### src/crm_pkg.sv
`timescale 1ns / 1ps

package crm_pkg;

  localparam int MaxRecords  = 128;
  localparam int RecordBytes = 64;

  localparam int PosW = (RecordBytes > 1) ? $clog2(RecordBytes) : 1;
  localparam int CntW = $clog2(MaxRecords + 1);

  typedef enum logic [1:0] {
    KindLoad  = 2'd0,
    KindQuery = 2'd1,
    KindClear = 2'd2,
    KindBadOp = 2'd3
  } kind_e;

  typedef enum logic [1:0] {
    StatusOk    = 2'd0,
    StatusFull  = 2'd1,
    StatusBadOp = 2'd2
  } status_e;

  // one item as it travels down the row of record cells
  typedef struct packed {
    logic            valid;
    kind_e           kind;
    logic [7:0]      data;
    logic [PosW-1:0] lpos;
    logic [PosW-1:0] qpos;
    logic [CntW-1:0] cnt_before;
    logic [CntW-1:0] cnt_after;
    logic            last;
    logic            match;
    status_e         status;
  } crm_tok_t;

endpackage

### src/crm_ctrl.sv
`timescale 1ns / 1ps

module crm_ctrl
  import crm_pkg::*;
(
  input  logic     clk_i,
  input  logic     rst_ni,
  input  logic     advance_i,
  input  logic     accept_i,
  input  kind_e    kind_i,
  input  logic [7:0] data_byte_i,
  output crm_tok_t tok_o
);

  logic [CntW-1:0] count_q, count_d;
  logic [PosW-1:0] lpos_q, lpos_d;
  logic [PosW-1:0] qpos_q, qpos_d;
  crm_tok_t        tok_q, tok_d;
  logic            last_q_byte;
  status_e         status;

  assign last_q_byte = (qpos_q == PosW'(RecordBytes - 1));

  always_comb begin
    count_d = count_q;
    lpos_d  = lpos_q;
    qpos_d  = qpos_q;
    status  = StatusOk;
    unique case (kind_i)
      KindLoad: begin
        if (count_q >= CntW'(MaxRecords)) begin
          status = StatusFull;
        end else if (lpos_q == PosW'(RecordBytes - 1)) begin
          lpos_d  = '0;
          count_d = CntW'(count_q + 1'b1);
        end else begin
          lpos_d = PosW'(lpos_q + 1'b1);
        end
      end
      KindQuery: begin
        qpos_d = last_q_byte ? '0 : PosW'(qpos_q + 1'b1);
      end
      KindClear: begin
        count_d = '0;
        lpos_d  = '0;
        qpos_d  = '0;
      end
      KindBadOp: begin
        status = StatusBadOp;
      end
      default: begin
        status = StatusBadOp;
      end
    endcase
  end

  always_comb begin
    tok_d            = '0;
    tok_d.valid      = accept_i;
    tok_d.kind       = kind_i;
    tok_d.data       = data_byte_i;
    tok_d.lpos       = lpos_q;
    tok_d.qpos       = qpos_q;
    tok_d.cnt_before = count_q;
    tok_d.cnt_after  = count_d;
    tok_d.last       = (kind_i == KindQuery) && last_q_byte;
    tok_d.match      = 1'b0;
    tok_d.status     = status;
  end

  always_ff @(posedge clk_i or negedge rst_ni) begin
    if (!rst_ni) begin
      count_q <= '0;
      lpos_q  <= '0;
      qpos_q  <= '0;
      tok_q   <= '0;
    end else if (advance_i) begin
      if (accept_i) begin
        count_q <= count_d;
        lpos_q  <= lpos_d;
        qpos_q  <= qpos_d;
      end
      tok_q <= tok_d;
    end
  end

  assign tok_o = tok_q;

  a_count_range: assert property (@(posedge clk_i) disable iff (!rst_ni)
    count_q <= CntW'(MaxRecords))
    else $error("record count above table size");

  a_load_pos_room: assert property (@(posedge clk_i) disable iff (!rst_ni)
    (lpos_q != '0) |-> (count_q < CntW'(MaxRecords)))
    else $error("partial record while table full");

  a_last_is_query: assert property (@(posedge clk_i) disable iff (!rst_ni)
    (tok_q.valid && tok_q.last) |-> (tok_q.kind == KindQuery))
    else $error("record end flagged on a non-query word");

endmodule

### config.mk
export PLATFORM = sky130hd
export DESIGN_NAME = crm_ctrl
export DESIGN_NICKNAME = d
export VERILOG_FILES = /design/src/crm_pkg.sv /design/src/crm_ctrl.sv
export SDC_FILE = /design/constraint.sdc
export NUM_CORES = 1
export LEC_CHECK = 0
export BUFFER_PORTS_ARGS = -buffer_cell sky130_fd_sc_hd__buf_2
export CAP_MARGIN = 30
export CORE_MARGIN = 2
export CORE_UTILIZATION = 43
export CTS_BUF_LIST = sky130_fd_sc_hd__clkbuf_4 sky130_fd_sc_hd__clkbuf_8
export DETAILED_ROUTE_END_ITERATION = 8
export GPL_TIMING_DRIVEN = 0
export PLACE_DENSITY = 0.63
export SYNTH_ARGS = -nofsm -noshare
export SYNTH_HDL_FRONTEND = slang
export SYNTH_SLANG_ARGS = --single-unit
### constraint.sdc
create_clock -name clk_i -period 2.4 [get_ports clk_i]
set_input_delay 0.24 -clock clk_i [delete_from_list [all_inputs] [get_ports clk_i]]
set_output_delay 0.24 -clock clk_i [all_outputs]
set_load 0.03 [all_outputs]
## Yosys cells after proc, flatten, opt, wreduce, memory -nomap -nowiden

Index checks and enable logic that the tools add are counted.
W data, S select, Z words.

- Input bits: 14
- Output and inout port bits: 43
- Logic and storage cells: 39
- Bits in registers: 62

- Muxes and demuxes: 10
- Order comparisons: 1
- Reductions and logical operators: 7
- Equality and inequality tests: 6
- Add/subtract/negate cells: 3

Operator list:

| kind | count |
|---|---|
| $pmux W6 S2 | 2 |
| $mux W6 | 3 |
| $mux W8 | 2 |
| $pmux W8 S2 | 1 |
| $add A6 B1 Y6 const B | 2 |
| $eq A6 B6 Y1 const B | 2 |
| $add A8 B1 Y8 const B | 1 |
| $ge A8 B8 Y1 const B | 1 |
| $eq A2 B2 Y1 const B | 2 |
| $pmux W2 S2 | 1 |
| $reduce_and A4 Y1 | 1 |
| $reduce_bool A2 Y1 | 2 |
| $reduce_and A3 Y1 | 1 |
| $eq A2 B1 Y1 const B | 1 |
| $logic_not A2 Y1 | 1 |
| $ne A2 B2 Y1 const B | 1 |
| $reduce_and A2 Y1 | 1 |
| $logic_and A1 B1 Y1 | 1 |
| $mux W1 | 1 |

## Longest topological paths before layout

Gate-level depths: netlist of the first run.

- Depth after elaboration: 4
- Depth in mapped cells: 7
- Gate-level depth less buffers: 6

## Worst setup path before layout of the first run

OpenSTA, ideal clock, no wires.

- Path kind: register to register
- From: reg lpos_q[0]
- To: reg tok_q, in the netlist tok_o[7]
- Library setup time: 0.082 ns
- Arrival time: 1.497 ns
- Clock period less this slack: 1.578 ns
- Path slack: 0.822 ns
- Path buffers: 1
- Required time: 2.318 ns
- Cell stages (with the launch flop): 7
- Path through: dfrtp_1 ha_1 and4_1 buf_6 nand2_2 or3_1 a31oi_1

- Cells in the longest elaborated chain, start to end: 4

RTL lines:

| item | line | text |
|---|---|---|
| from (decl) | crm_ctrl.sv:16 | `logic [PosW-1:0] lpos_q, lpos_d;` |
| from (signal assigned) | crm_ctrl.sv:80 | `lpos_q <= lpos_d;` |
| $eq A6 B6 Y1 | crm_ctrl.sv:33 | `end else if (lpos_q == PosW'(RecordBytes - 1)) begin` |
| $mux W8 | crm_ctrl.sv:33 |  |
| $mux W8 | crm_ctrl.sv:31 | `if (count_q >= CntW'(MaxRecords)) begin` |
| $pmux W8 S2 | crm_ctrl.sv:29 | `unique case (kind_i)` |
| to (signal assigned) | crm_ctrl.sv:83 | `tok_q <= tok_d;` |
| to (decl) | crm_ctrl.sv:18 | `crm_tok_t tok_q, tok_d;` |

No other way between the ends.
A chain may end at the register's enable or synchronous reset.

## Worst setup path after layout of the first run

- From: reg lpos_q[0]
- To: reg count_q[0]

- Cells in the longest elaborated chain, start to end: 4

RTL lines:

| item | line | text |
|---|---|---|
| $eq A6 B6 Y1 | crm_ctrl.sv:33 |  |
| $mux W8 | crm_ctrl.sv:33 |  |
| $mux W8 | crm_ctrl.sv:31 |  |
| $pmux W8 S2 | crm_ctrl.sv:29 |  |
| to (signal assigned) | crm_ctrl.sv:79 | `count_q <= count_d;` |
| to (decl) | crm_ctrl.sv:15 | `logic [CntW-1:0] count_q, count_d;` |

No other way between the ends.

==> results of run 1 <==
## Yosys cell counts (3+ instances only)
cell / n
a21oi_1: 8
a22o_1: 3
a31oi_1: 10
buf_1: 4
buf_2: 5
clkbuf_1: 6
dfrtp_1: 62
ha_1: 8
inv_1: 10
mux2_2: 33
mux2i_1: 3
nand2_1: 31
nand2b_1: 3
nand3_1: 10
nand4_1: 3
nor2_1: 11
nor3_1: 4
o21ai_0: 13
o41ai_1: 3
or3_1: 4
## cells by family (layout without fill, tap and decap cells)
logic type               count (synthesis)  after routing  share of synthesized area
multiplexers                            36             36                      0.135
AND/OR/NAND/NOR                         87             87                      0.155
other                                    1              1                    0.00126
AO/OA/AOI/OAI                           51             51                      0.110
flip-flops                              62             62                      0.523
buffers and inverters                   28             98                     0.0417
adder cells (fa/ha/maj)                  8              8                     0.0337
## cells in the final DEF, fill, tap and decap left out, types with 2 or more instances in the layout
cell type,synthesis,layout
dfrtp_1,62,62
buf_2,5,58
mux2_2,33,33
nand2_1,31,31
o21ai_0,13,13
nor2_1,11,11
inv_1,10,10
nand3_1,10,10
a31oi_1,10,10
clkbuf_8,0,9
a21oi_1,8,8
ha_1,8,8
clkbuf_1,6,6
buf_1,4,4
or3_1,4,4
nor3_1,4,4
nand4_1,3,3
nand2b_1,3,3
mux2i_1,3,3
a22o_1,3,3
o41ai_1,3,3
clkbuf_4,0,3
bufinv_16,0,3
nor2b_1,2,2
a41oi_1,2,2
nand2_2,2,2
o22ai_1,2,2
o21ai_1,2,2
nor3b_1,2,2
o22a_1,2,2
buf_4,1,2
## final cells by class
| cell class | instances | area [um^2] | share of cell area |
|---|---|---|---|
| clock inverter | 4 | 95.1 | 0.0265 |
| clock buffer | 12 | 146 | 0.0409 |
| multi-input combinational | 183 | 1290 | 0.361 |
| timing repair buffer | 54 | 273 | 0.0761 |
| sequential | 62 | 1550 | 0.433 |
| inverter | 10 | 37.5 | 0.0105 |
| buffer | 18 | 86.3 | 0.0241 |
| tap | 80 | 100 | 0.0279 |
## through the flow
stage | worst slack [ns] | power (uW) | std cells
3_5_place_dp | 0.534 | 1890 | 407
2_1_floorplan | 0.822 | 1690 | 273
5_1_grt | 0.381 | 3140 | 423
3_3_place_gp | 0.554 | 1870 | 407
4_1_cts | 0.523 | 3010 | 423
6_report | 0.523 | 2980 | 423
## layer usage
layer / vias up / part of all wire / track usage
met5: - / 0 / 0
met4: 0 / 0.013 / 0.0769
met3: 8 / 0.047 / 0.0408
met2: 55 / 0.49 / 0.291
met1: 1119 / 0.45 / 0.237
li1: 1106 / - / -
## sequential cells by signal, summed over array words and instances (netlist names)
signal   count
count_q      8
qpos_q       6
tok_o       42
lpos_q       6
## path summary, 6_finish.rpt
check | cells after the start | end | slack, ns | startpoint
worst max register to register | 5 | count_q[0] | 0.52 | lpos_q[0]
worst max-delay path | 5 | count_q[0] | 0.52 | lpos_q[0]
min in group clk_i | 2 | tok_o[37] | 0.13 | data_byte_i[5]
worst min-delay path | 1 | tok_o[8] | -0.02 | rst_ni
max in group asynchronous | 1 | lpos_q[3] | 1.91 | rst_ni
worst min register to register | 1 | tok_o[15] | 0.50 | tok_o[15]
## critical path, stage by stage, from the launching register on
cell,delay (ns)
dfrtp_1,0.45
ha_1,0.30
nand4_1,0.17
nor3_1,0.36
o21ai_0,0.20
mux2_2,0.28
## power by group through the flow
stage	sequential (uW)	combinational, uW	clock, uW
CTS	1270	603	1140
floorplan	1440	254	0
detailed placement	1290	600	0
finish	1270	594	1120
global route	1290	657	1190
global placement	1280	588	0
==> results.md, run 1 <==
* GRT overflow at 0
* Area leader, netlist: dfrtp_1
* Pwr dens at 832 nW/um^2
* Sw Ratio at 0.293
* Vias at 2,288
* Combinational power share at 0.199
* Largest fanout on the critical path at 6
* CTS Hold Bufs at 0
* Crit path time final at 1.88 ns
* Unrepaired setup endpoints after global routing: false
* CTS clk-pin slew, worst paths at 0.07 ns
* Max Buffers Root-to-Sink at 2
* Post-layout util at 0.533
* Die H at slightly below 90 um
* Setup-failing EPs final at 0
* # IOs at 57
* Failing checks: hold timing
* Fin crit share at 0.782
* Port buffer count at between 50 and 60
* Worst slew pin tran at 0.773 ns
* Clock power share at 0.376
* Crit. End Element: register
* DP Area at 3340 um^2
* Register share of total power at 0.425
* Crit path DAT at 2.10 ns
* Gate Count Post-Synth at 273
* Post-synth net total at 295
* TritonCTS buffer count at 9
* Final Wtd Congestion at 0.787
* Max-cap viol count at 0
* Initial antenna violation count at 0
* Routed Antenna Nets at 0
* Core area at 6720 um^2
* Global-route wire length before repair at 10.7 mm
* DIE WIDTH at around 87 um
* Slew HR at 0.484
* Starting density of the core at 0.442
* Final instance area at between 3000 and 4000 um^2
* Final Max Tran Viols at 0
* Clk_skew at between 0.006 and 0.007 ns
* CTS Sinks at between 60 and 70
* # nets final at 360
* Vias in the first global route at approximately 2,300
* Number of synthesized flops with an enable pin at 0
* Clk_lat worst skew at 0.34 ns
* Required time of the worst setup path at 2.63 ns
* Antenna Cells at 0
* Synth top area share at 0.523
* Post-CTS Repair Setup Buffers at 0
* Final wirelength at 6.07 mm
* DR iter-0 viols at 100
* Max VDD drop at approximately 400 uV
* Ys async rst share at 1.00
* Routed len/inst at 14.4 um
* P_sw at 874 uW
* Cell Rows at 30
* Worst Setup Start Kind: register
* Fmax at about 530 MHz
* CTS tree: built
* DRT Pass-1 Iters at 4
* Status: complete, but fails checks
* Proportion of layout cells with a drive suffix above 1 at 0.350
* H-tree Lvls at 3
* Filler cells at 625
* Crit Path Category: reg -> reg
* Vias/cell at between 5 and 6
* YS warnings at 0
* DP Wirelength at about 4.2 mm
* Post-synth top flop: dfrtp_1
* Residual DRC at 0
* Largest net degree at the start of global routing at 63
* Hold WS at -0.0207 ns
* Seq/Total Area, Yosys at 0.523
* Gr usage total at 0.182
* Mean cell area of the mapped netlist at 10.9 um^2
* Final Hold Viols at 37
* Yosys cell types at 52
* Cell internal pwr at around 2100 uW
* DIE AREA at 7590 um^2
* Synthesized cell area at 2970 um^2
* Synth-to-Final Area Change at 20.7%
* Total leakage power at 0.00168 uW
* Cts repair resizes at 0
* Seq cells post-synth at 62
* Root buf cell: clkbuf_8
* Worst hold path type: in -> async
* Top area cells in the synthesized netlist: dfrtp_1 (52%), mux2_2 (13%), nand2_1 (3.9%), ha_1 (3.4%), o21ai_0 (2.2%)
* Setup tns final at 0 ns
No activity file was read; power rests on OpenSTA's default activity.
==> run 2, diff against run 1 <==
--- a/config.mk
+++ b/config.mk
@@ -5,6 +5,7 @@
 export SDC_FILE = /design/constraint.sdc
 export NUM_CORES = 1
 export LEC_CHECK = 0
+export ABC_AREA = 1
 export BUFFER_PORTS_ARGS = -buffer_cell sky130_fd_sc_hd__buf_2
 export CAP_MARGIN = 30
 export CORE_MARGIN = 2
@@ -12,7 +13,7 @@
 export CTS_BUF_LIST = sky130_fd_sc_hd__clkbuf_4 sky130_fd_sc_hd__clkbuf_8
 export DETAILED_ROUTE_END_ITERATION = 8
 export GPL_TIMING_DRIVEN = 0
-export PLACE_DENSITY = 0.63
+export PLACE_DENSITY = 0.65
 export SYNTH_ARGS = -nofsm -noshare
 export SYNTH_HDL_FRONTEND = slang
 export SYNTH_SLANG_ARGS = --single-unit
==> constraint.sdc (replaced) <==
create_clock -name clk_i -period 1.55 [get_ports clk_i]
set_input_delay 0.155 -clock clk_i [delete_from_list [all_inputs] [get_ports clk_i]]
set_output_delay 0.155 -clock clk_i [all_outputs]
set_load 0.03 [all_outputs]
==> run 2 against run 1 <==
Effect of this change: the run now ends clean; global-route usage increased by 1.6 points; cell area decreased by 3.2%; final cell count increased by 14%; combinational power increased by 64%; power increased by 42%; flip-flop and latch count unchanged; die area decreased by 3.3%; area after synthesis decreased by 3.5%; clock skew decreased by 0.0026 ns; critical endpoint is now lpos_q[5]; via count increased by 7.1%.
==> results.md, run 2 <==
* Largest net degree at the start of global routing at 63 (unchanged)
* Area leader, netlist: dfrtp_1
* Final WS setup at 0.109 ns (-0.414 ns)
* Cell Rows at 29 (-3.3%)
* DR iter-0 viols at 159 (+59%)
* Crit path DAT at 1.69 ns (-0.41 ns)
* Worst Setup Start Kind: register
* Post-synth net total at 356 (+21%)
* # IOs at 57 (unchanged)
* Final instance area at 3470 um^2 (-3.2%)
* Synth top area share at 0.541 (+0.0189)
* Worst slack, placed at -0.0839 ns (-0.618 ns)
* Critical path's slowest cell: dfrtp_1
* Proportion of layout cells with a drive suffix above 1 at 0.233 (-0.116)
* Final wirelength at 6.61 mm (+8.9%)
* Mean cell area of the mapped netlist at 8.58 um^2 (-21%)
* Most common cell after layout, fill and taps aside: nand2_1
* Met2 usage at 0.308 (+0.0168)
* Seq/Total Area, Yosys at 0.541 (+0.0189)
* Routed len/inst at 13.7 um (-4.8%)
* Setup tns final at 0 ns (unchanged)
* DIE AREA at 7330 um^2 (-3.3%)
* CTS Sinks at 62 (unchanged)
* Root buf cell: clkbuf_8
* Yosys cell types at 31 (-40%)
* Vias/cell at 5.06 (-6.4%)
* Core area at 6390 um^2 (-5.0%)
* Max VDD drop at 550 uV (+38%)
* Gr usage total at 0.197 (+0.0157)
* GR Util met1 at 0.267 (+0.0294)
* Routed Antenna Nets at 0 (unchanged)
* Top area cells in the synthesized netlist: dfrtp_1 (54%), nand2_1 (17%), nand3_1 (5.1%), o21ai_0 (4.2%), ha_1 (3.5%)
* Clk_lat worst skew at 0.35 ns (about the same)
* Required time of the worst setup path at 1.80 ns (-0.83 ns)
* TritonCTS buffer count at 9 (unchanged)
* Starting density of the core at 0.449 (+0.00677)
* Pwr dens at 1220 nW/um^2 (+47%)
* Commonest cells after routing, fill and taps aside: nand2_1 (126), dfrtp_1 (62), buf_2 (58)
* # nets final at 426 (+18%)
* R2R Path Start: lpos_q[1]
* Max reg flops at 42 (unchanged)
* Crit Path Category: reg -> reg
* Crit. End Element: register
* GRT overflow at 0 (unchanged)
* Ys async rst share at 1.00 (unchanged)
* Crit path time final at 1.44 ns (-0.436 ns)
* Die H at 85.6 um (-1.7%)
* Post-synth top flop: dfrtp_1
* Most used cell, CP: nand2_1
* CP Buf/Inv Count at 2 (+2)
* Worst hold path type: in -> reg
* Gate Count Post-Synth at 334 (+22%)
* Final Power at 4240 uW (+42%)
* Status: complete, no violations
* CP Cell Sequence: ha_4, nand3_4, nor2_4, buf_4, nor2_1, o21ai_0, nand2_1, nand2_1, inv_1
* Antenna Cells at 0 (unchanged)
* H-tree Lvls at 3 (unchanged)
* Max stage delay on crit path at 0.42 ns (-0.03 ns)
* DP Area at 3230 um^2 (-3.2%)
* Slew HR at 0.487 (+0.00265)
* YS warnings at 0 (unchanged)
* Residual DRC at 0 (unchanged)
* Seq cells post-synth at 62 (unchanged)
* Fmax at 694 MHz (+30%)
* Cell family with most CP delay: simple AND/OR/NAND/NOR gates
* Max Buffers Root-to-Sink at 2 (unchanged)
* Synth cell count leaders: nand2_1 (126), dfrtp_1 (62), nand3_1 (29), o21ai_0 (24), inv_1 (22)
* DIE WIDTH at 85.6 um (-1.7%)
* Largest fanout on the critical path at 6 (unchanged)
* M3 GR Usage at 0.0385 (-0.00226)
* Setup-failing EPs final at 0 (unchanged)
* Global-route wire length before repair at 11.2 mm (+4.3%)
* Vias in the first global route at 2,326 (+1.3%)
* Initial antenna violation count at 0 (unchanged)
* DRT Pass-1 Iters at 4 (unchanged)
* Worst slew pin tran at 0.769 ns (-0.00397 ns)
* CTS tree: built
* Number of synthesized flops with an enable pin at 0 (unchanged)
* Synthesized cell area at 2870 um^2 (-3.5%)
* Unrepaired setup endpoints after global routing: true
* Vias at 2,450 (+7.1%)
* Max-cap viol count at 0 (unchanged)
* Hold path start: data_byte_i[2]
* Clk_skew at 0.00388 ns (-0.00263 ns)
* Final Max Tran Viols at 0 (unchanged)
* Final Hold Viols at 0 (-100%)
* Fin crit share at 0.929 (+0.147)
* Total leakage power at 0.00186 uW (+10%)
* DP Wirelength at 4.50 mm (+6.6%)
* CTS clk-pin slew, worst paths at 0.06 ns (about the same)
* Port buffer count at 54 (unchanged)
* Grt peak-use layer: met2
* Most common cell in the netlist: nand2_1
* Final Wtd Congestion at 0.799 (+1.6%)
* Synth-to-Final Area Change at 21.0%
* Launch point of the critical path: lpos_q[1]
-- run 2: changes by cell type after synthesis, moves of 4 or more --
cell,before,now
or3_1,4,0
nand3_1,10,29
inv_1,10,22
buf_1,4,0
nand4_1,3,8
mux2_2,33,0
a31oi_1,10,0
a21oi_1,8,4
o21ai_0,13,24
nand2_1,31,126
-- run 2: worst register-to-register path: stages (launching register included) --
cell     delay, ns
dfrtp_1       0.42
ha_4          0.18
nand3_4       0.11
nor2_4        0.20
buf_4         0.13
nor2_1        0.05
o21ai_0       0.08
nand2_1       0.06
nand2_1       0.06
inv_1         0.04
-- run 2: through the flow --
stage                     std cells  hold slack [ns]   util
after global routing            484           0.0245  0.543
after detailed placement        465            0.290  0.506
after global placement          465            0.357  0.506
after CTS                       482          0.00228  0.536
final                           484          0.00571  0.543
after floorplan                 334           -0.141      -
-- run 2: per-layer routing --
metal,up-vias,part of all wire
li1,1204,-
met1,1166,0.45
met2,69,0.47
met3,11,0.056
met4,0,0.022
met5,-,0
-- run 2: repair_timing --
item	4_1_cts	5_1_grt
hold buffers	1	0
pin swaps	1	2
endpoints found under the setup margin	3	20
resized for setup	0	6
setup buffers	2	2
cloned	0	0
endpoints found under the hold margin	62	0
-- run 2: path summary, 6_finish.rpt --
kind	to	cells after the start	slack [ns]
worst min-delay path	tok_o[34]	3	0.006
worst min register to register	tok_o[32]	2	0.47
min in group asynchronous	tok_o[4]	2	0.42
max in group asynchronous	count_q[5]	2	0.61
worst max register to register	lpos_q[5]	9	0.11
worst max-delay path	lpos_q[5]	9	0.11
-- run 2: power breakdown --
group	internal (uW)	switching (uW)	total (uW)	leakage, uW
Combinational	286	687	972	0.000953
Sequential	1860	174	2040	0.000819
Clock	636	599	1230	0.0000889
-- run 2: layout make-up --
cell class,instances,area [um^2]
Buffer,12,62.6
Clock buffer,12,153
Clock inverter,2,10.0
Fill cell,625,2920
Timing Repair Buffer,59,313
Tap cell,77,96.3
Sequential cell,62,1550
Inverter,26,108
Multi-Input combinational cell,234,1170
-- run 2: cell families (layout without fill, tap and decap cells) --
logic type	after synthesis	in the layout	share of synthesized area
and+or+nand+nor	188	188	0.291
DFF	62	62	0.541
adders and majority gates	8	8	0.0349
buffers and inverters	38	111	0.0594
xor gates and xnor gates	3	3	0.00917
other	1	1	0.00131
AOI/OAI and AO/OA	34	34	0.0629
