--- src/crm_pkg.sv ---
`timescale 1ns / 1ps

package crm_pkg;

  localparam int MaxRecords  = 128;
  localparam int RecordBytes = 64;

  localparam int PosW = (RecordBytes > 1) ? $clog2(RecordBytes) : 1;
  localparam int CntW = $clog2(MaxRecords + 1);

  typedef enum logic [1:0] {
    KindLoad  = 2'd0,
    KindQuery = 2'd1,
    KindClear = 2'd2,
    KindBadOp = 2'd3
  } kind_e;

  typedef enum logic [1:0] {
    StatusOk    = 2'd0,
    StatusFull  = 2'd1,
    StatusBadOp = 2'd2
  } status_e;

  // one item as it travels down the row of record cells
  typedef struct packed {
    logic            valid;
    kind_e           kind;
    logic [7:0]      data;
    logic [PosW-1:0] lpos;
    logic [PosW-1:0] qpos;
    logic [CntW-1:0] cnt_before;
    logic [CntW-1:0] cnt_after;
    logic            last;
    logic            match;
    status_e         status;
  } crm_tok_t;

endpackage

--- src/crm_cell.sv ---
`timescale 1ns / 1ps

module crm_cell
  import crm_pkg::*;
(
  input  logic            clk_i,
  input  logic            rst_ni,
  input  logic            advance_i,
  input  logic [CntW-1:0] cell_idx_i,
  input  crm_tok_t        tok_i,
  output crm_tok_t        tok_o
);

  logic [7:0] rec_mem [RecordBytes];
  logic [7:0] rd_q;
  crm_tok_t   tok_a_q;
  crm_tok_t   tok_b_q, tok_b_d;
  logic       flag_q, flag_d;
  logic       wr_en;
  logic       slot_valid;
  logic       eq_flag;

  assign wr_en = advance_i && tok_i.valid && (tok_i.kind == KindLoad) &&
                 (tok_i.status == StatusOk) && (tok_i.cnt_before == cell_idx_i);

  // record bytes, read one stage ahead of the compare
  always_ff @(posedge clk_i) begin
    if (wr_en) begin
      rec_mem[tok_i.lpos] <= tok_i.data;
    end
    if (advance_i) begin
      rd_q <= rec_mem[tok_i.qpos];
    end
  end

  assign slot_valid = (cell_idx_i < tok_a_q.cnt_before);

  always_comb begin
    flag_d  = flag_q;
    tok_b_d = tok_a_q;
    eq_flag = ((tok_a_q.qpos == '0) ? 1'b1 : flag_q) && (rd_q == tok_a_q.data);
    if (tok_a_q.valid) begin
      case (tok_a_q.kind)
        KindQuery: begin
          flag_d = slot_valid && eq_flag;
          if (tok_a_q.last) begin
            tok_b_d.match = tok_a_q.match | flag_d;
          end
        end
        KindClear: begin
          flag_d = 1'b1;
        end
        default: begin
          flag_d = flag_q;
        end
      endcase
    end
  end

  always_ff @(posedge clk_i or negedge rst_ni) begin
    if (!rst_ni) begin
      tok_a_q <= '0;
      tok_b_q <= '0;
      flag_q  <= 1'b1;
    end else if (advance_i) begin
      tok_a_q <= tok_i;
      tok_b_q <= tok_b_d;
      flag_q  <= flag_d;
    end
  end

  assign tok_o = tok_b_q;

  a_match_only_at_end: assert property (@(posedge clk_i) disable iff (!rst_ni)
    (tok_b_q.valid && !tok_b_q.last) |-> !tok_b_q.match)
    else $error("match raised before the end of a query record");

  a_clear_sets_flag: assert property (@(posedge clk_i) disable iff (!rst_ni)
    (advance_i && tok_a_q.valid && (tok_a_q.kind == KindClear)) |=> flag_q)
    else $error("equal flag not restored by clear");

endmodule

--- config.mk ---
export PLATFORM = sky130hd
export DESIGN_NAME = crm_cell
export DESIGN_NICKNAME = d
export VERILOG_FILES = /design/src/crm_pkg.sv /design/src/crm_cell.sv
export SDC_FILE = /design/constraint.sdc
export NUM_CORES = 1
export LEC_CHECK = 0
export BUFFER_PORTS_ARGS = -buffer_cell sky130_fd_sc_hd__buf_2
export CORE_MARGIN = 10
export CORE_UTILIZATION = 55
export CTS_CLUSTER_DIAMETER = 30
export DETAILED_ROUTE_END_ITERATION = 7
export PLACE_DENSITY = 0.75
export SKIP_CTS_REPAIR_TIMING = 1
export SYNTH_ARGS = -nofsm -noshare
export SYNTH_HDL_FRONTEND = slang
export SYNTH_SLANG_ARGS = --single-unit
--- constraint.sdc ---
create_clock -name clk_i -period 1.99 [get_ports clk_i]
set_clock_uncertainty 0.1 [all_clocks]
set_input_delay 0.2985 -clock clk_i [delete_from_list [all_inputs] [get_ports clk_i]]
set_output_delay 0.2985 -clock clk_i [all_outputs]
set_load 0.02 [all_outputs]
; ---- Word level (Yosys, flattened, before mapping)
; Memories as Yosys holds them, arrays and structs flattened. A register that Yosys moved wholly into a read port is not among the register bits.
; Cells that the tools add are included.
[classes]
eq_ne = 4
order_cmp = 1
n_mux = 7
bitwise = 1
n_reduce_logical = 11
[op_table]
columns = op, n
row1 = equality test 8 bit, 2
row2 = < comparator 8 bit, 1
row3 = logical AND 1 bit, 6
row4 = logical NOT 6 bit, 1
row5 = two-way mux 1 bit, 6
row6 = logical NOT 2 bit, 2
row7 = AND reduction 3 bit, 1
row8 = equality test 2 x 1 -> 1 bit (second input constant), 1
row9 = equality test 2 bit (second input constant), 1
row10 = case mux 1 bit (2 select lines), 1
row11 = nonzero test 2 bit, 1
row12 = bitwise OR 1 bit, 1
[totals]
reg_bits = 87
in_bits = 54
word_cells = 46
n_memories = 1
output_inout_bits = 43
ram_bits = 512
[mem_list]
columns = name, words, width, read_ports, rd_ports_with_merged_regs, wr, line
row1 = rec_mem, 64, 8, 1, 1, 1, crm_cell.sv:14  ; logic [7:0] rec_mem [RecordBytes];

; ---- Longest topological paths before layout
; Gate-level depths: netlist of the first run.
[logic_depth]
depth_word = 8
ltp_mapped = 9
mapped_depth_nobuf = 8

; ---- Least setup slack after synthesis of the first run
; OpenSTA, ideal clock, no wires.
[synth_path]
path_type = input-to-reg
startpoint = in tok_i[41] (netlist bit)
endpoint = mem rec_mem[59][0] (enable)
n_path_buf = 0
arrival_ns = 1.894
setup_slack_ns = -0.374
path_stages = 5
path_cell_list = or4_1 -> nor4_1 -> nor2b_1 -> nand3_1 -> nor2_1
[synth_via]
elab_chain_cells = 6
[synth_rtl]
columns = element, line
row1 = from (decl), crm_cell.sv:10  ; input crm_tok_t tok_i,
row2 = logical NOT 2 bit, crm_cell.sv:23  ; assign wr_en = advance_i && tok_i.valid && (tok_i.kind == KindLoad) &&
row3 = logical AND 1 bit (2 in series), crm_cell.sv:23
row4 = logical AND 1 bit, crm_cell.sv:24  ; (tok_i.status == StatusOk) && (tok_i.cnt_before == cell_idx_i);
row5 = two-way mux 1 bit, crm_cell.sv:28  ; if (wr_en) begin
row6 = two-way mux 1 bit (not written as such), crm_cell.sv:29  ; rec_mem[tok_i.lpos] <= tok_i.data;
row7 = to (decl), crm_cell.sv:14
; Every way passes these cells.

==> impl_results.md, run 1 <==
* Simple-gate portion of the synthesized area at 2.97%
* Worst-path clk slew at 0.06 ns
* Leakage at approximately 11 nW
* Final Hold Viols at 0
* Synth Area in Compound Gates at 2.26%
* I/O pin count at 97
* Placed insts at 1,927
* EDFF count, synth at 520
* Synth Area in XOR/XNOR at less than 1%
* Synth Flop Type: edfxtp_1
* ANT nets after route at 0
* Max cap viols at 0
* Clk_lat worst skew at 0.65 ns
* CTS Buf Count at 106
* DP Area at 0.0266 mm²
* Status: complete, but fails checks
* Worst setup path class: flip-flop to flip-flop
* Pre-antenna DRT Iters at 5
* Placer's final routability congestion estimate at roughly 0.87
* Final wirelength at 58,800 µm
* DR vias at around 13,000
* RSZ-0062 raised after global routing: true
* Nets at 1,541
* CP required at 2.26 ns
* TritonCTS sink count at 607
* Reg2Reg Setup Slack at -0.17 ns
* Rel. slew slack at 49.0%
* Hold slack at 0.0131 ns
* Fin. max-slew vios at 0
* Register area share after synthesis at 75.1%
* Filler cell count at ~2,500
* Die span in y at 228 µm
* Slew @ Worst Pin at roughly 0.77 ns
* Hpwl dp at 36,600 µm
* # DRC at 0
* Arr. time, crit path at 2.43 ns
* PnR worst setup slack at -0.173 ns
* Cells after Synth at 1,162
* Yosys reg bits at 607
* Fmax at 462 MHz
* Total power at 34.5 mW
* Routed wire per std cell at 27.3 µm
* Final setup viols at 7
* Yosys cell types at 42
* Post-Layout Inst Area at ~0.031 mm²
* Post-Syn Nets at between 1,000 and 1,500
* Standard-cell rows at 76
* Drt first-iter violations at 1,319
* Initial antenna violation count at 1
* Worst-path fanout max at 1
* Synthesized area per cell at a little over 20 µm²
* GRT Util Overall at 23.0%
* Layout cells sized above 1 at approximately 45%
* GRT overflow at 0
* Via density at 6.03
* Adder-Cell Fraction of Synth Area at 0.475%
* Peak supply drop at 0.000792 V
* Warnings, synthesis at 0
* Starting Density at a little under three fifths
* First-pass GRT wire length at 87,200 µm
* Failing checks: setup timing
* Min cycle time layout at 2.16 ns
* Synthesis-to-layout area growth at 29.1%
* Largest family of logic cells by synthesized area: multiplexers
* Clock Tree Root: clkbuf_16
* Finished Layout Cells at 2,155
* Chip Width at 228 µm
* DIE AREA at 0.0518 mm²
* Hold Path Class: input port to flip-flop
* CTS tree: built
* Clock Path Buffers at 3
* Fin crit share at 109%
* H-tree levels at 3
* Buffers on Ports at 96
* Mux share of post-synthesis cell area at between 10% and 20%
* Kind of end point of the critical path: flip-flop
* Vias in the first global route at 13,300
* Worst Setup Start Kind: flip-flop
* Async S/R FF share, synth at ~14%
* Post-synthesis cell area at 0.0237 mm²
* Core footprint at roughly 0.043 mm²
* Largest net degree at the start of global routing at 63
* Antenna diode count at 0
* Pwr dens at 1130 mW/mm²
[layer usage]
metal	vias to the layer above	wire length, µm	GRT usage (%)
met5	-	11	0
met4	2	1800	8.56
met3	123	5780	5.75
met2	745	27700	35.1
met1	6686	23500	31.8
li1	5432	-	-
[power by group]
group          internal, mW  total, mW  switching (mW)
clock network          11.7       18.2            6.53
logic                 0.913       2.11            1.20
registers              14.1       14.2           0.149
total                  26.7       34.5            7.87
[registers in the layout (all words and copies together), names as in the netlist]
name     count
rec_mem    512
tok_o       43
flag_q       1
rd_q         8
tok_a_q     43
[critical path, cell delays in order, from the launching register on]
cell and delay [ns]:
edfxtp_1 0.37, mux4_2 0.54, mux4_2 0.58, o21ai_2 0.22
o31ai_1 0.10
[synthesized netlist by cell type, types with 8 or more instances]
library cell / n / area share, %
inv_1: 11 / 0.17
a211oi_1: 8 / 0.25
buf_2: 16 / 0.34
o221ai_1: 14 / 0.52
buf_4: 11 / 0.35
xnor2_1: 12 / 0.44
ha_1: 9 / 0.48
dfrtp_1: 86 / 9.1
edfxtp_1: 520 / 66
mux2i_1: 16 / 0.68
nand2_1: 25 / 0.40
nor2_1: 80 / 1.3
a2111oi_0: 8 / 0.30
o21ai_0: 13 / 0.27
mux4_2: 135 / 13
clkbuf_1: 24 / 0.38
mux2_2: 76 / 3.6
nor2b_1: 22 / 0.58
[final cells by class]
| type | count | area, µm² | share of cell area [%] |
|---|---|---|---|
| Inverter | 11 | 41.3 | 0.135 |
| Timing Repair Buffer | 269 | 2320 | 7.57 |
| Clock inverter | 79 | 872 | 2.85 |
| Clock buffer | 121 | 2790 | 9.13 |
| Multi-Input combinational cell | 483 | 6050 | 19.8 |
| Sequential cell | 607 | 17800 | 58.1 |
| Tap cell | 585 | 732 | 2.39 |
[layout by cell type (no fill, tap or decap), types with 8 or more instances in the layout]
cell,n
mux4_2,135
clkbuf_1,10
nand2_1,19
mux2i_1,16
dlygate4sd3_1,28
buf_12,36
inv_6,16
nor2_4,41
nor2_2,10
clkinvlp_4,18
xnor2_1,12
nor2_1,29
buf_2,92
o221ai_1,14
dfrtp_1,86
clkinv_1,9
nor2b_1,21
clkinv_4,12
clkbuf_16,109
mux2_2,74
o21ai_0,12
inv_1,11
bufinv_16,11
a211oi_1,8
edfxtp_1,520
ha_1,9
buf_4,111
[final timing paths]
kind / startpoint / endpoint / cells past startpoint
min in group asynchronous: rst_ni / tok_a_q[40] / 3
worst max-delay path: rec_mem[55][0] / rd_q[0] / 4
worst max register to register: rec_mem[55][0] / rd_q[0] / 4
max in group asynchronous: rst_ni / tok_o[3] / 4
worst min-delay path: tok_i[39] / rec_mem[9][7] / 1
worst min register to register: tok_o[17] / tok_o[17] / 1
[stage by stage]
stage	TNS [ns]	utilization, %	worst slack, ns
6_report	-0.911	71.4	-0.173
2_1_floorplan	-82.47	-	-0.266
4_1_cts	-1.45	70.5	-0.234
5_1_grt	-1.04	71.4	-0.197
3_5_place_dp	-237.97	62.0	-0.527
3_3_place_gp	-228.47	62.0	-0.493
[cells by family after synthesis]
logic type	Yosys count
simple gates	154
buf+inv	72
xor+xnor	16
fa+ha+maj	9
flops	607
mux	227
compound gates	77
Power figures use the tool's default switching activity.
==> inputs of run 2 (changes only) <==
Settings changed: CTS_CLUSTER_DIAMETER 30 to default, HOLD_SLACK_MARGIN from default to 0.15.
==> run 2 against run 1 <==
The run still ends with setup timing left. Hold slack gained 0.14 ns. Flip-flop and latch count is the same. First-iteration DRC count grew 4.9%. Non-clock buffer count grew 10. Global-route usage shrank 1.3 points. Register-to-register slack gained 0.03 ns. Worst setup slack gained 0.026 ns. Wire length shrank 5.3%. Clock power shrank 38%. Sequential power is essentially flat. Via count shrank 3.5%. Maximum frequency grew 1.2%. Critical path type unchanged. Critical endpoint is now rd_q[6].
==> impl_results.md, run 2 (synthesized netlist as in run 1, its figures left out) <==
* Pwr dens at 953 mW/mm²
* Largest net degree at the start of global routing at 63
* Commonest non-fill, non-tap cell in the layout: edfxtp_1
* Synthesis-to-layout area growth at 22.2%
* Core footprint at 0.0429 mm²
* CP required at 2.24 ns
* Worst setup path class: flip-flop to flip-flop
* Final wirelength at 55,700 µm
* Commonest non-fill, non-tap cells in the layout: 520 x edfxtp_1, 135 x mux4_2, 111 x buf_4
* # DRC at 0
* Drt first-iter violations at 1,384
* Via density at between 6 and 7
* Crit-path max cell delay at about 0.56 ns
* Buffers & Inverters on Critical Path at 0
* Initial antenna violation count at 0
* Vias in the first global route at 12,500
* Finished Layout Cells at approximately 2,100
* Rel. slew slack at 45.3%
* Nets at 1,503
* GRT overflow at 0
* CP top delay family: multiplexers
* Final setup viols at 8
* RSZ-0062 raised after global routing: true
* ANT nets after route at 0
* Fin. max-slew vios at 0
* Final Hold Viols at 0
* Routed wire per std cell at 26.8 µm
* Hpwl dp at approximately 37,000 µm
* Clock Path Buffers at 3
* Slew @ Worst Pin at between 0.8 and 0.9 ns
* Standard-cell rows at 76
* Hold Path Class: input port to flip-flop
* Filler cell count at between 2,000 and 3,000
* Dpl ws at -0.527 ns
* CP Cell Sequence: mux4_2, mux4_2, o21ai_2, o31ai_1
* Peak supply drop at 0.000750 V
* PnR worst setup slack at -0.147 ns
* Largest Register: rec_mem
* Status: complete, but fails checks
* Arr. time, crit path at 2.39 ns
* I/O pin count at a little under 100
* Min cycle time layout at 2.14 ns
* Fmax at 468 MHz
* Fin crit share at 107%
* Placer's final routability congestion estimate at 0.873
* DP Area at 0.0266 mm²
* Slowest CP cell: mux4_2
* Clock Tree Root: clkbuf_16
* Max FFs per register at 512
* Worst-path fanout max at 1
* TritonCTS sink count at 607
* Buffers on Ports at 96
* Total power at 27.6 mW
* First-pass GRT wire length at 82,300 µm
* DR vias at 12,500
* End-of-flow core utilization at 67.5%
* Die span in y at 228 µm
* Antenna diode count at 0
* Leakage at 9.86 nW
* H-tree levels at 2
* Chip Width at 228 µm
* Max cap viols at 0
* Starting Density at 55.3%
* GRT Util Overall at a little over a fifth
* CTS Buf Count at 58
* Clk_lat worst skew at around 0.63 ns
* DIE AREA at 0.0518 mm²
* Kind of end point of the critical path: flip-flop
* Pre-antenna DRT Iters at 4
* Worst-path clk slew at 0.06 ns
* Post-Layout Inst Area at 0.0290 mm²
* Placed insts at between 1,500 and 2,000
* Failing checks: setup timing
* Cell repeated most along the worst path: mux4_2
* Layout cells sized above 1 at 41.0%
* Worst Setup Start Kind: flip-flop
* CTS tree: built
run 2: cell count changes in the layout (fill, tap and decap cells not counted), moves of 4 or more:
cell	previous run	this run
clkinvlp_4	18	4
clkinv_2	6	11
clkinv_1	9	14
clkinv_4	12	1
clkbuf_16	109	59
dlygate4sd3_1	28	38
inv_6	16	1
inv_8	4	0
run 2: report_power, final:
group,switching (mW),internal [mW],leakage (nW)
Combinational,1.17,0.919,3.20
Clock,4.72,6.59,0.952
Sequential,0.145,14.1,5.70
Total,6.03,21.6,9.86
run 2: path summary, 6_finish.rpt:
kind | startpoint | slack (ns) | cells past startpoint | end
setup / recovery | rec_mem[55][6] | -0.15 | 4 | rd_q[6]
hold / removal | tok_i[33] | 0.16 | 1 | rec_mem[0][1]
setup reg to reg | rec_mem[55][6] | -0.15 | 4 | rd_q[6]
hold reg to reg | tok_a_q[9] | 0.40 | 1 | tok_o[9]
max in group asynchronous | rst_ni | 0.52 | 3 | tok_o[4]
min in group asynchronous | rst_ni | 0.70 | 4 | tok_o[38]
run 2: per-layer routing:
metal / wire length, µm / global-route usage [%] / up-vias
met5: 0 / 0 / -
met4: 1620 / 7.52 / 0
met3: 4930 / 4.37 / 98
met2: 25700 / 32.6 / 607
met1: 23400 / 31.3 / 6524
li1: - / - / 5301
run 2: metrics by stage:
step           setup TNS, ns  hold slack, ns
3_5_place_dp         -237.97          0.0990
5_1_grt                -1.11           0.161
3_3_place_gp         -228.47           0.101
2_1_floorplan         -82.47         -0.0971
4_1_cts                -1.42          -0.554
6_report              -0.910           0.157
run 2: layout make-up:
| type | count | area (µm²) | area share [%] |
|---|---|---|---|
| clock buffer | 67 | 1510 | 5.20 |
| clock inverter | 42 | 458 | 1.58 |
| inverter | 11 | 41.3 | 0.143 |
| multi-input combinational | 483 | 6010 | 20.8 |
| sequential | 607 | 17800 | 61.4 |
| tap | 585 | 732 | 2.53 |
| timing repair buffer | 279 | 2420 | 8.35 |
run 2: worst reg2reg max path: stages (launching register included):
cell and delay, ns:
edfxtp_1 0.38, mux4_2 0.53, mux4_2 0.56, o21ai_2 0.19
o31ai_1 0.11
==> inputs of run 3 (changes only) <==
Settings changed: CORE_ASPECT_RATIO from default to 0.6.
==> run 3 against run 2 <==
The flow still finishes with violations (setup timing). Hold slack gained 0.016 ns. Sequential share of layout area grew 0.15 points. Cell count shrank 0.92%. Die area grew 0.53%. Largest power group unchanged. Flip-flop and latch count is the same. Via count grew 1.1%. Power shrank 5.1%. Critical path depth grew 2. Worst setup slack gained 0.061 ns. Maximum frequency grew 2.9%. Core utilization grew 0.87 points. Critical endpoint is now rd_q[2]. Wire length grew 5.0%.
==> impl_results.md, run 3 (synthesized netlist as in run 1, its figures left out) <==
* Status: complete, but fails checks
* Initial antenna violation count at 0
* Reg power frac at 54.3%
* Buffers & Inverters on Critical Path at 1
* Routed wire per std cell at 28.5 µm
* Grt met1 use at 32.8%
* Clock Path Buffers at 3
* Buffers on Ports at 96
* Worst setup path class: flip-flop to flip-flop
* Fin crit share at 104%
* Nets at 1,510
* Fmax at 482 MHz
* Clk pwr share at ~38%
* Rel. slew slack at 28.9%
* Max cap viols at 0
* Peak supply drop at 0.000697 V
* Pwr dens at 906 mW/mm²
* ANT nets after route at 0
* CP Cell Sequence: mux4_2, mux2_2, o22ai_1, buf_4, nand2_1, a22o_1
* I/O pin count at 97
* Commonest non-fill, non-tap cells in the layout: 520 x edfxtp_1, 135 x mux4_2, 118 x buf_4
* PnR worst setup slack at -0.0864 ns
* Slowest CP cell: mux4_2
* Hpwl dp at 38,200 µm
* Clock Tree Root: clkbuf_16
* Worst-path clk slew at 0.07 ns
* Max FFs per register at 512
* RSZ-0062 raised after global routing: true
* TritonCTS sink count at around 610
* Final setup viols at 8
* Core footprint at 0.0422 mm²
* Largest Register: rec_mem
* Fin. max-slew vios at 0
* H-tree levels at 2
* Hold slack at 0.173 ns
* Crit-path max cell delay at 0.50 ns
* Global routing usage on met3 at ~6.5%
* CTS Buf Count at 50
* Die span in y at 181 µm
* Layout cells sized above 1 at between 40% and 50%
* Kind of end point of the critical path: flip-flop
* Antenna diode count at 0
* P_sw at 5.73 mW
* Synthesis-to-layout area growth at 21.9%
* DP Area at 0.0268 mm²
* DR vias at 12,700
* Standard-cell rows at 58
* Post-Layout Inst Area at 0.0289 mm²
* Leakage at roughly 10 nW
* Commonest non-fill, non-tap cell in the layout: edfxtp_1
* GRT busiest layer: met1
* Chip Width at 288 µm
* Int Power at between 20 and 25 mW
* Combinational power share at 8.2%
* GRT overflow at 0
* Slew @ Worst Pin at 1.07 ns
* Placer's final routability congestion estimate at 0.895
* Worst Setup Start Kind: flip-flop
* Arr. time, crit path at 2.29 ns
* First-pass GRT wire length at 85,500 µm
* # DRC at 0
* Min cycle time layout at 2.08 ns
* CTS tree: built
* Starting Density at 56.1%
* Final wirelength at approximately 58,000 µm
* Sw frac at 21.9%
* Clk_lat worst skew at 0.57 ns
* Pre-antenna DRT Iters at 5
* Met2 Use GR at 32.2%
* Vias in the first global route at 12,700
* Drt first-iter violations at 1,521
* Via density at approximately 6.2
* Worst-path fanout max at 1
* Largest net degree at the start of global routing at 79
* Final Hold Viols at 0
* DIE AREA at between 0.05 and 0.06 mm²
* GRT Util Overall at 22.2%
* CP required at between 2 and 2.5 ns
* Hold Path Class: input port to flip-flop
* CP top delay family: multiplexers
* Failing checks: setup timing
## run 3: cell types whose count changed in the layout (fill, tap and decap cells not counted), sizes merged
cell	delta
clkinv	-13
clkinvlp	-2
bufinv	-5
inv	-1
buf	+18
clkbuf	+3
dlygate4sd3	-4
## run 3: path summary, 6_finish.rpt
| check | start | endpoint | slack, ns | cells after the start |
|---|---|---|---|---|
| setup / recovery | rec_mem[22][2] | rd_q[2] | -0.09 | 6 |
| hold / removal | tok_i[23] | rd_q[3] | 0.17 | 4 |
| setup reg to reg | rec_mem[22][2] | rd_q[2] | -0.09 | 6 |
| hold reg to reg | tok_a_q[28] | tok_o[28] | 0.40 | 1 |
| max in group asynchronous | rst_ni | tok_a_q[5] | 1.29 | 3 |
| min in group asynchronous | rst_ni | flag_q | 0.20 | 2 |
## run 3: routing by layer
metal  wire length [µm]  up-vias
li1                   -     5283
met1              24600     6664
met2              26400      629
met5                  0        -
met4               1240        0
met3               6160       93
## run 3: area by class of cell
class	count	area [µm²]
inverter	11	41.3
sequential	607	17800
tap	570	713
timing repair buffer	294	2670
multi-input combinational	483	6050
clock buffer	69	1410
clock inverter	21	216
fill	2580	13300
## run 3: tightest hold or removal path: stages
cell and delay [ns]:
buf_2 0.15, buf_4 0.16, o21ai_2 0.06, o31ai_1 0.06
## run 3: stage by stage
step                utilization [%]  std cells  TNS (ns)  power [mW]  setup slack, ns
floorplan                         -       1162    -82.47        15.5           -0.266
global placement               63.5       1930   -184.79        16.5           -0.478
detailed placement             63.5       1930   -195.38        16.5           -0.522
CTS                            67.4       2020    -0.741        26.2           -0.194
global route                   68.4       2055     -4.62        26.9           -0.138
finish                         68.4       2055    -0.403        26.2          -0.0864
## run 3: power groups by stage
stage	clock (mW)	sequential, mW	combinational, mW
after detailed placement	0	14.5	2.04
final	9.83	14.2	2.14
after global placement	0	14.5	2.00
after floorplan	0	14.6	0.927
after CTS	9.94	14.2	2.06
after global routing	10.4	14.2	2.28
